<file path="config.mk">
export PLATFORM = sky130hd
export DESIGN_NAME = subsequence_checker_top
export DESIGN_NICKNAME = d
export VERILOG_FILES = /design/src/design/subseq_pkg.sv /design/src/design/subseq_ram.sv /design/src/design/subsequence_checker_top.sv
export SDC_FILE = /design/constraint.sdc
export NUM_CORES = 2
export LEC_CHECK = 0
export ABC_CLOCK_PERIOD_IN_PS = 11050
export BUFFER_PORTS_ARGS = -buffer_cell sky130_fd_sc_hd__buf_4
export CELL_PAD_IN_SITES_DETAIL_PLACEMENT = 2
export CELL_PAD_IN_SITES_GLOBAL_PLACEMENT = 2
export CORE_ASPECT_RATIO = 1.5
export CORE_MARGIN = 2
export CORE_UTILIZATION = 45
export CTS_CLUSTER_SIZE = 14
export DETAILED_ROUTE_END_ITERATION = 8
export PLACE_DENSITY_LB_ADDON = 0.2
export SETUP_SLACK_MARGIN = 0.4
export SLEW_MARGIN = 40
export SYNTH_ARGS = -nofsm -noshare
export SYNTH_HDL_FRONTEND = slang
export SYNTH_SLANG_ARGS = --single-unit
</file>
<file path="constraint.sdc">
create_clock -name clock -period 11.05 [get_ports clock]
set_clock_uncertainty 0.1 [all_clocks]
set_input_delay 1.105 -clock clock [delete_from_list [all_inputs] [get_ports clock]]
set_output_delay 1.105 -clock clock [all_outputs]
set_load 0.05 [all_outputs]
</file>
<file path="src/design/subseq_pkg.sv">
// ----------------------------------------------------------------------------
// Subsequence checker package
// Shared request codes, the symbol width and the result record type.
// ----------------------------------------------------------------------------
`default_nettype none

package subseq_pkg;

   // Width of one pattern or text symbol.
   localparam int SYMBOL_W = 8;

   // Request kinds carried on the req_type field.
   localparam logic REQ_PATTERN = 1'b0;
   localparam logic REQ_TEXT    = 1'b1;

   // One result record as held in the output stage.
   typedef struct packed {
      logic found;
      logic pattern_overflow;
   } rsp_type;

endpackage

`default_nettype wire

</file>
<file path="src/design/subseq_ram.sv">
// ----------------------------------------------------------------------------
// Subsequence checker RAM
// Generic single-port-write, single-port-read memory with registered read.
// ----------------------------------------------------------------------------
`default_nettype none

module subseq_ram #(
   parameter int WIDTH = 8,
   parameter int DEPTH = 256,
   localparam int ADDR_W = (DEPTH > 1) ? $clog2(DEPTH) : 1
) (
   input  wire logic              clock,
   input  wire logic              wr_en,
   input  wire logic [ADDR_W-1:0] wr_addr,
   input  wire logic [WIDTH-1:0]  wr_data,
   input  wire logic [ADDR_W-1:0] rd_addr,
   output logic      [WIDTH-1:0]  rd_data
);

   logic [WIDTH-1:0] mem [DEPTH];

   // A read of the address being written returns the old contents.
   always_ff @(posedge clock) begin
      if (wr_en) begin
         mem[wr_addr] <= wr_data;
      end
      rd_data <= mem[rd_addr];
   end

endmodule

`default_nettype wire

</file>
<file path="src/design/subsequence_checker_top.sv">
// ----------------------------------------------------------------------------
// Subsequence checker top level
// Checks whether a stored pattern string is a subsequence of a text stream.
// ----------------------------------------------------------------------------
// Usage:
// Requests arrive on the req_ channel (valid/ready). A transfer with
// req_type = pattern writes req_symbol into the pattern RAM; the transfer
// with req_is_last set fixes the pattern length and rewinds the match
// pointer. Pattern bytes beyond MAX_PATTERN are dropped and flagged.
// A transfer with req_type = text compares req_symbol with the pattern byte
// at the match pointer and advances the pointer on equality. The last text
// byte produces one transfer on the rsp_ channel with rsp_found and
// rsp_pattern_overflow, and rewinds the pointer.
// Throughput is one request per cycle while req_ready is high. The pattern
// byte under the pointer is read from the registered RAM, addressed by the
// next pointer value; compare, increment and the RAM address form the single
// loop per byte. A write that hits the address being read is forwarded
// around the RAM. A result goes to the output register, or to the skid
// register while that is full and not draining. The two registers decouple
// the channels: req_ready only drops when both are full because rsp_ready
// stayed low. Reset clears all counters and the output stage; the pattern
// RAM is not cleared, and a text before any pattern reports found = 1.
// ----------------------------------------------------------------------------
`default_nettype none

module subsequence_checker_top #(
   parameter int MAX_PATTERN = 256
) (
   input  wire logic                           clock,
   input  wire logic                           reset,
   input  wire logic                           req_valid,
   output logic                                req_ready,
   input  wire logic                           req_type,
   input  wire logic [subseq_pkg::SYMBOL_W-1:0] req_symbol,
   input  wire logic                           req_is_last,
   output logic                                rsp_valid,
   input  wire logic                           rsp_ready,
   output logic                                rsp_found,
   output logic                                rsp_pattern_overflow
);

   // Address width of the pattern RAM and width of counts up to MAX_PATTERN.
   localparam int ADDR_W = (MAX_PATTERN > 1) ? $clog2(MAX_PATTERN) : 1;
   localparam int CNT_W  = $clog2(MAX_PATTERN + 1);
   localparam logic [CNT_W-1:0] MAX_COUNT = CNT_W'(MAX_PATTERN);
   localparam logic [CNT_W-1:0] ONE       = CNT_W'(1);

   // Control state.
   logic [CNT_W-1:0] len_ff, len_in;
   logic [CNT_W-1:0] load_ff, load_in;
   logic [CNT_W-1:0] ptr_ff, ptr_in;
   logic             ovf_ff, ovf_in;

   // Forwarding of a write that collides with the read address.
   logic                             fwd_valid_ff, fwd_valid_in;
   logic [subseq_pkg::SYMBOL_W-1:0]  fwd_data_ff;

   // Output register and skid register.
   logic                 main_valid_ff, main_valid_in;
   logic                 skid_valid_ff, skid_valid_in;
   subseq_pkg::rsp_type  main_ff, main_in;
   subseq_pkg::rsp_type  skid_ff, skid_in;

   // RAM connections.
   logic                             wr_en;
   logic [ADDR_W-1:0]                wr_addr;
   logic [ADDR_W-1:0]                rd_addr;
   logic [subseq_pkg::SYMBOL_W-1:0]  rd_data;
   logic [subseq_pkg::SYMBOL_W-1:0]  cur_symbol;

   logic                 accept;
   logic                 is_text;
   logic                 room;
   logic                 advance;
   logic [CNT_W-1:0]     load_after;
   logic [CNT_W-1:0]     ptr_after;
   logic                 res_valid;
   subseq_pkg::rsp_type  res;
   logic                 out_fire;

   assign req_ready = !skid_valid_ff;
   assign accept    = req_valid && req_ready;
   assign is_text   = (req_type == subseq_pkg::REQ_TEXT);
   assign out_fire  = main_valid_ff && rsp_ready;

   // The pattern byte under the pointer, with a just-written byte forwarded.
   assign cur_symbol = fwd_valid_ff ? fwd_data_ff : rd_data;

   // Pattern loading.
   assign room       = (load_ff < MAX_COUNT);
   assign wr_en      = accept && !is_text && room;
   assign wr_addr    = load_ff[ADDR_W-1:0];
   assign load_after = room ? (load_ff + ONE) : load_ff;

   // Text matching.
   assign advance   = (ptr_ff < len_ff) && (cur_symbol == req_symbol);
   assign ptr_after = advance ? (ptr_ff + ONE) : ptr_ff;

   assign res_valid            = accept && is_text && req_is_last;
   assign res.found            = (ptr_after == len_ff);
   assign res.pattern_overflow = ovf_ff;

   always_comb begin
      len_in  = len_ff;
      load_in = load_ff;
      ptr_in  = ptr_ff;
      ovf_in  = ovf_ff;
      if (accept) begin
         if (is_text) begin
            ptr_in = req_is_last ? '0 : ptr_after;
         end else begin
            // The first byte of a new pattern clears the flag of the old one.
            if (load_ff == '0) begin
               ovf_in = 1'b0;
            end
            if (!room) begin
               ovf_in = 1'b1;
            end
            load_in = load_after;
            if (req_is_last) begin
               len_in  = load_after;
               load_in = '0;
               ptr_in  = '0;
            end
         end
      end
   end

   // The RAM is always addressed by the next pointer value.
   assign rd_addr      = ptr_in[ADDR_W-1:0];
   assign fwd_valid_in = wr_en && (wr_addr == rd_addr);

   // Output stage: a result goes to the output register when it is free or
   // draining, otherwise to the skid register.
   always_comb begin
      main_valid_in = main_valid_ff;
      skid_valid_in = skid_valid_ff;
      main_in       = main_ff;
      skid_in       = skid_ff;
      if (skid_valid_ff) begin
         if (out_fire) begin
            main_in       = skid_ff;
            skid_valid_in = 1'b0;
         end
      end else if (res_valid) begin
         if (!main_valid_ff || out_fire) begin
            main_in       = res;
            main_valid_in = 1'b1;
         end else begin
            skid_in       = res;
            skid_valid_in = 1'b1;
         end
      end else if (out_fire) begin
         main_valid_in = 1'b0;
      end
   end

   always_ff @(posedge clock) begin
      if (reset) begin
         len_ff        <= '0;
         load_ff       <= '0;
         ptr_ff        <= '0;
         ovf_ff        <= 1'b0;
         fwd_valid_ff  <= 1'b0;
         main_valid_ff <= 1'b0;
         skid_valid_ff <= 1'b0;
      end else begin
         len_ff        <= len_in;
         load_ff       <= load_in;
         ptr_ff        <= ptr_in;
         ovf_ff        <= ovf_in;
         fwd_valid_ff  <= fwd_valid_in;
         main_valid_ff <= main_valid_in;
         skid_valid_ff <= skid_valid_in;
      end
   end

   always_ff @(posedge clock) begin
      fwd_data_ff <= req_symbol;
      main_ff     <= main_in;
      skid_ff     <= skid_in;
   end

   subseq_ram #(
      .WIDTH (subseq_pkg::SYMBOL_W),
      .DEPTH (MAX_PATTERN)
   ) u_pattern_ram (
      .clock   (clock),
      .wr_en   (wr_en),
      .wr_addr (wr_addr),
      .wr_data (req_symbol),
      .rd_addr (rd_addr),
      .rd_data (rd_data)
   );

   assign rsp_valid            = main_valid_ff;
   assign rsp_found            = main_ff.found;
   assign rsp_pattern_overflow = main_ff.pattern_overflow;

`ifndef SYNTHESIS
   // The match pointer never runs past the pattern length.
   a_ptr_bound: assert property (@(posedge clock) disable iff (reset)
      ptr_ff <= len_ff)
      else $error("match pointer beyond pattern length");

   // Load count and pattern length stay within capacity.
   a_len_bound: assert property (@(posedge clock) disable iff (reset)
      (load_ff <= MAX_COUNT) && (len_ff <= MAX_COUNT))
      else $error("pattern count beyond capacity");

   // The skid register only holds a result behind a full output register.
   a_skid_order: assert property (@(posedge clock) disable iff (reset)
      skid_valid_ff |-> main_valid_ff)
      else $error("skid register full with output register empty");

   // A last text byte always yields a result and rewinds the pointer.
   a_text_end: assert property (@(posedge clock) disable iff (reset)
      res_valid |=> (main_valid_ff && (ptr_ff == '0)))
      else $error("last text byte did not produce a result");

   // A forwarded byte is only used when a write hit the read address.
   a_fwd: assert property (@(posedge clock) disable iff (reset)
      fwd_valid_ff |-> $past(wr_en))
      else $error("forwarding without a write");
`endif

endmodule

`default_nettype wire

</file>
---- After elaboration in Yosys (flattened, before gate mapping) ----
Memories as Yosys holds them, arrays and structs flattened. A register that Yosys moved wholly into a read port is not among the register bits.
Cells that the tools add are included.
word-level totals
  register bits after elaboration ......... 43
  latch bits .............................. 0
  RAM bits ................................ 2,048
  bits in read-only memories .............. 0
  bits of input ports ..................... 14
  output and inout bits ................... 4
  word-level logic and storage cells ...... 74
  memories ................................ 1
cells by class
  add/sub/neg operators ................... 2
  multipliers ............................. 0
  divide/modulo/power cells ............... 0
  magnitude comparators ................... 2
  equal/unequal tests ..................... 6
  shifts and indexed selects .............. 0
  multiplexer cells ....................... 23
  bitwise gates (word level) .............. 3
  reduce and logical (&&, ||, !) cells .... 24
memories
  name               words  width  rd ports  clocked after Yosys merged registers in  write ports  line              source
  u_pattern_ram.mem  256    8      1         1                                        1            subseq_ram.sv:20  logic [WIDTH-1:0] mem [DEPTH];
operators by type and width
  operator                                           number
  two-way mux 9 bit                                  6
  adder 9 x 1 -> 9 bit, second input constant        2
  equality test 8 bit                                2
  two-way mux 8 bit                                  2
  AND reduction 3 bit                                5
  two-way mux 1 bit                                  11
  equality test 9 bit                                1
  logical NOT 9 bit                                  1
  less-than comparator 9 bit                         1
  less-than comparator 9 bit, second input constant  1
  logical AND 1 bit                                  8
  two-way mux 2 bit                                  4
  nonzero test 2 bit                                 4
  != test 2 x 1 -> 1 bit, second input constant      3
  AND reduction 2 bit                                2
  logical NOT 1 bit                                  3
  inverter 1 bit                                     3
  logical OR 1 bit                                   1

---- Depth between registers and ports, before layout ----
  depth in word-level cells ............... 9
  mapped depth ............................ 19
  gate-level depth less buffers ........... 14

---- By module ----
From an unflattened synthesis, not the netlist that was laid out.
unflattened totals
  cells, all modules ...................... 4,074
  area total of the unflattened synthesis .. 82,301.4 um^2
by module, submodules not included
  module                   times used  cells each  area an instance (um^2)  seq. area each (um^2)
  subseq_ram               1           3,733       79,556.3                 61,659.1
  subsequence_checker_top  1           341         2,745.1                  900.9

---- Worst setup path before layout ----
Ideal clock, no wire load.
  path type ............................... in2reg
  start point ............................. input req_symbol[2] (netlist bit)
  end point ............................... register u_pattern_ram.rd_data[0] (read register of u_pattern_ram.mem)
  arrival time ............................ 3.904 ns
  data required time ...................... 10.829 ns
  slack ................................... 6.924 ns
  stages .................................. 14
  path buffers ............................ 4
  cell sequence ........................... xnor2_1 -> or4b_4 -> nor3_4 -> buf_6 -> mux2i_1 -> o2bb2ai_1 -> clkbuf_1 -> clkbuf_1 -> buf_1 -> nand3_1 -> nand4_1 -> nand4_1 -> nor3_1 -> nor3_1
on the way
  longest elaborated chain between the ends .. 6
ends and longest elaborated chain
  what                 line                            source
  start, declared      subsequence_checker_top.sv:34   input wire logic [subseq_pkg::SYMBOL_W-1:0] req_symbol,
  equality test 8 bit  subsequence_checker_top.sv:96   assign advance = (ptr_ff < len_ff) && (cur_symbol == req_symbol);
  logical AND 1 bit    subsequence_checker_top.sv:96
  two-way mux 9 bit    subsequence_checker_top.sv:97   assign ptr_after = advance ? (ptr_ff + ONE) : ptr_ff;
  two-way mux 9 bit    subsequence_checker_top.sv:110  ptr_in = req_is_last ? '0 : ptr_after;
  two-way mux 9 bit    subsequence_checker_top.sv:109  if (is_text) begin
  two-way mux 8 bit    subsequence_checker_top.sv:108  if (accept) begin
  end, declared        subseq_ram.sv:17                output logic [WIDTH-1:0] rd_data
Every way passes these cells.
A chain may end at the register's enable or synchronous reset.

---- Worst setup path after layout ----
  start point ............................. register fwd_valid_ff
  end point ............................... register u_pattern_ram.rd_data[1] (read register of u_pattern_ram.mem)
on the way
  longest elaborated chain between the ends .. 7
ends and longest elaborated chain
  what                    line                            source
  start, declared         subsequence_checker_top.sv:55   logic fwd_valid_ff, fwd_valid_in;
  start signal, assigned  subsequence_checker_top.sv:172  fwd_valid_ff <= fwd_valid_in;
  two-way mux 8 bit       subsequence_checker_top.sv:87   assign cur_symbol = fwd_valid_ff ? fwd_data_ff : rd_data;
  equality test 8 bit     subsequence_checker_top.sv:96
  logical AND 1 bit       subsequence_checker_top.sv:96
  two-way mux 9 bit       subsequence_checker_top.sv:97
  two-way mux 9 bit       subsequence_checker_top.sv:110
  two-way mux 9 bit       subsequence_checker_top.sv:109
  two-way mux 8 bit       subsequence_checker_top.sv:108
Every way passes these cells.

==> flow_metrics.env <==
export IMPL_first_pass_iters=5
export IMPL_clockRootBuffer="clkbuf_16"
export IMPL_grt_pass1_vias=62740
export IMPL_ys_ff_latch=2099
export IMPL_multiInputGateArea_mm2=0.02013
export IMPL_ys_warn_count=0
export IMPL_cts_htree_levels=4
export IMPL_synth_top_area_frac=0.7350
export IMPL_fillers=17600
export IMPL_drive_above_1_share=0.1049
export IMPL_clock_latency_ns=0.88
export IMPL_fp_dieW_um=356.4
export IMPL_rsz0062_at_grt="false"
export IMPL_fin_setup_tns_ns=0
export IMPL_cp_required_ns=11.66
export IMPL_hold_viol=0
export IMPL_dp_slack_ns=4.041
export IMPL_routed_wl_mm=319.7
export IMPL_grt_pass1_wl_mm=455.8
export IMPL_drc=0
export IMPL_final_min_clock_period_ns=6.521
export IMPL_ys_async_sr_fraction=0
export IMPL_layout_nets=6499
export IMPL_power_density_mw_per_mm2=171.4
export IMPL_p_seq_frac=0.544
export IMPL_clockBufferDepth=4
export IMPL_arrival_ns=7.13
export IMPL_core_area_mm2=0.1857
export IMPL_cts_resized=0
export IMPL_viasPerCell=6.281
export IMPL_grt_max_degree=158
export IMPL_floorplan_initialDensity=0.4515
export IMPL_cp_start_kind="flip-flop"
export IMPL_antenna_found_initial=14
export IMPL_post_cts_setup_buffers=0
export IMPL_die_y_um=532.6
export IMPL_synth_cell_types=70
export IMPL_post_route_util=0.5048
export IMPL_initialDrtViolationCount=5502
export IMPL_grt_remaining_overflow=0
export IMPL_pwr_share_clk=0.440
export IMPL_final_seq_area_mm2=0.06256
export IMPL_die_area_mm2=0.1898
export IMPL_numCtsBuffers=206
export IMPL_drv_slew=0
export IMPL_p_int_mw=12.67
export IMPL_syn_area_per_cell_um2=12.83
export IMPL_antenna_left=0
export IMPL_clkSinkCount=2099
export IMPL_worst_pin_slew_ns=0.9379
export IMPL_hold_path_class="in2reg"
export IMPL_swShare=0.2111
export IMPL_cp_end_kind="flip-flop"
export IMPL_synth_edf_count=2052
export IMPL_yosysMostFrequentCell="edfxtp_1"
export IMPL_fin_crit_sh=0.5901
export IMPL_max_slew_margin=0.3748
export IMPL_clk_pin_slew_worst_paths_ns=0.07
export IMPL_ys_top_cells_by_count="2052 x edfxtp_1, 1910 x nand2_1, 812 x nand3_1"
export IMPL_finalSetupViolCount=0
export IMPL_portBuffers=17
export IMPL_pin_count=18
export IMPL_holdBufCountCts=0
export IMPL_gp_congestion=0.8739
export IMPL_syn_inst=6535
export IMPL_whs_ns=0.3975
export IMPL_criticalPathCategory="reg2reg"
export IMPL_fmax_mhz=153.4
export IMPL_synth_top_area_cell="edfxtp_1"
export IMPL_peakVddDrop_mv=0.1803
export IMPL_synth_ff_type="edfxtp_1"
export IMPL_setup_ws_ns=4.529
export IMPL_syn_nets=6562
export IMPL_outcome="finished, final reports clean"
export IMPL_p_leak_nw=30.54
export IMPL_synth_area_leaders="edfxtp_1 73%, nand2_1 8.6%, nand3_1 4.8%, nor2_1 1.3%, a31oi_1 1.3%"
export IMPL_wl_per_cell_um=35.20
export IMPL_syn_area_mm2=0.08384
export IMPL_p_total_mw=16.07
export IMPL_pwr_share_comb=0.016
export IMPL_path_max_fanout=40
export IMPL_max_cap_violations=0
export IMPL_grt_util_all_layers=0.3336
export IMPL_vias=57050
export IMPL_hpwlAfterDp_mm=195.5
export IMPL_seq_area_frac_synth=0.7462
export IMPL_area_growth_pct=11.81
export IMPL_p_sw_mw=3.391
export IMPL_rows=194
export IMPL_tritoncts="built"
## final timing paths
kind,slack [ns],from,end,cells past startpoint
hold / removal,0.40,rsp_ready,skid_valid_ff$_SDFF_PP0_,2
setup / recovery,4.53,fwd_valid_ff$_SDFF_PP0_,u_pattern_ram.rd_data[1]$_DFF_P_,13
hold reg to reg,0.44,len_ff[7]$_SDFFE_PP0P_,len_ff[7]$_SDFFE_PP0P_,2
setup reg to reg,4.53,fwd_valid_ff$_SDFF_PP0_,u_pattern_ram.rd_data[1]$_DFF_P_,13
## worst max-delay path: stages, from the launching register on
cell	delay [ns]
dfxtp_1	0.64
mux2i_1	0.35
xnor2_1	0.18
or4b_4	0.58
nor3_4	0.59
a311o_2	0.48
buf_4	0.52
buf_4	0.54
nand3_1	0.15
a31oi_1	0.46
o21ai_0	0.36
or4_1	0.83
o21ai_1	0.37
nor3_1	0.12
## layout by cell type (no fill, tap or decap), types with 12 or more instances in the layout
| cell | n |
|---|---|
| a21oi_1 | 55 |
| a311oi_1 | 34 |
| a31oi_1 | 176 |
| a32oi_1 | 81 |
| and3_1 | 88 |
| buf_12 | 18 |
| buf_4 | 111 |
| bufinv_16 | 15 |
| clkbuf_1 | 50 |
| clkbuf_16 | 209 |
| clkbuf_8 | 14 |
| clkinv_1 | 38 |
| clkinv_2 | 30 |
| dfxtp_1 | 46 |
| edfxtp_1 | 2052 |
| ha_1 | 13 |
| inv_1 | 16 |
| mux2i_1 | 89 |
| nand2_1 | 1908 |
| nand3_1 | 805 |
| nand4_1 | 144 |
| nor2_1 | 85 |
| nor2_2 | 215 |
| nor2b_1 | 12 |
| nor3_1 | 45 |
| nor4_1 | 13 |
| o21ai_0 | 45 |
| o22ai_1 | 13 |
| xnor2_1 | 21 |
| xor2_1 | 12 |
## power groups by stage
stage	clock network, mW	registers [mW]	logic [mW]
floorplan	0	8.91	0.0428
global placement	0	8.92	0.225
detailed placement	0	8.92	0.247
CTS	7.11	8.74	0.249
global route	7.34	8.74	0.262
finish	7.07	8.74	0.254
## metal layers
metal  track usage  share of wire  up-vias
met5             0        0.00020        -
met4        0.2011          0.065       10
met3       0.05353          0.057      774
met2        0.5852           0.52     2176
met1        0.3802           0.36    30290
li1              -              -    23790
## sequential cells by signal, indices dropped and copies added (netlist names)
| name | count |
|---|---|
| fwd_data_ff | 8 |
| ovf_ff | 1 |
| rsp_found | 1 |
| fwd_valid_ff | 1 |
| u_pattern_ram.mem | 2048 |
| load_ff | 9 |
| skid_valid_ff | 1 |
| rsp_valid | 1 |
| skid_ff | 2 |
| ptr_ff | 9 |
| len_ff | 9 |
| u_pattern_ram.rd_data | 8 |
| rsp_pattern_overflow | 1 |
## cell type report
| type | instances | share of cell area |
|---|---|---|
| timing repair buffer | 150 | 0.01592 |
| antenna | 4 | 0.0001068 |
| clock buffer | 273 | 0.05985 |
| sequential | 2099 | 0.6674 |
| multi-input combinational | 3999 | 0.2147 |
| inverter | 16 | 0.0006407 |
| tap | 2450 | 0.03270 |
| clock inverter | 91 | 0.008649 |
## stage by stage
stage                     instances  instance area [µm²]
final                          9082                93740
after detailed placement       8709                86950
after global routing           9080                93740
after floorplan                6535                83840
after CTS                      9073                93370
after global placement         8704                86470
## logic make-up after synthesis
logic type	after synthesis	synth area share
AO/OA/AOI/OAI	478	0.03922
flip-flops	2099	0.7462
AND/OR/NAND/NOR	3382	0.1748
multiplexers	93	0.01130
adder cells (fa/ha/maj)	13	0.001940
XOR/XNOR	33	0.003448
buffers and inverters	437	0.02309
Note: power is estimated with default switching activity, not from simulation.
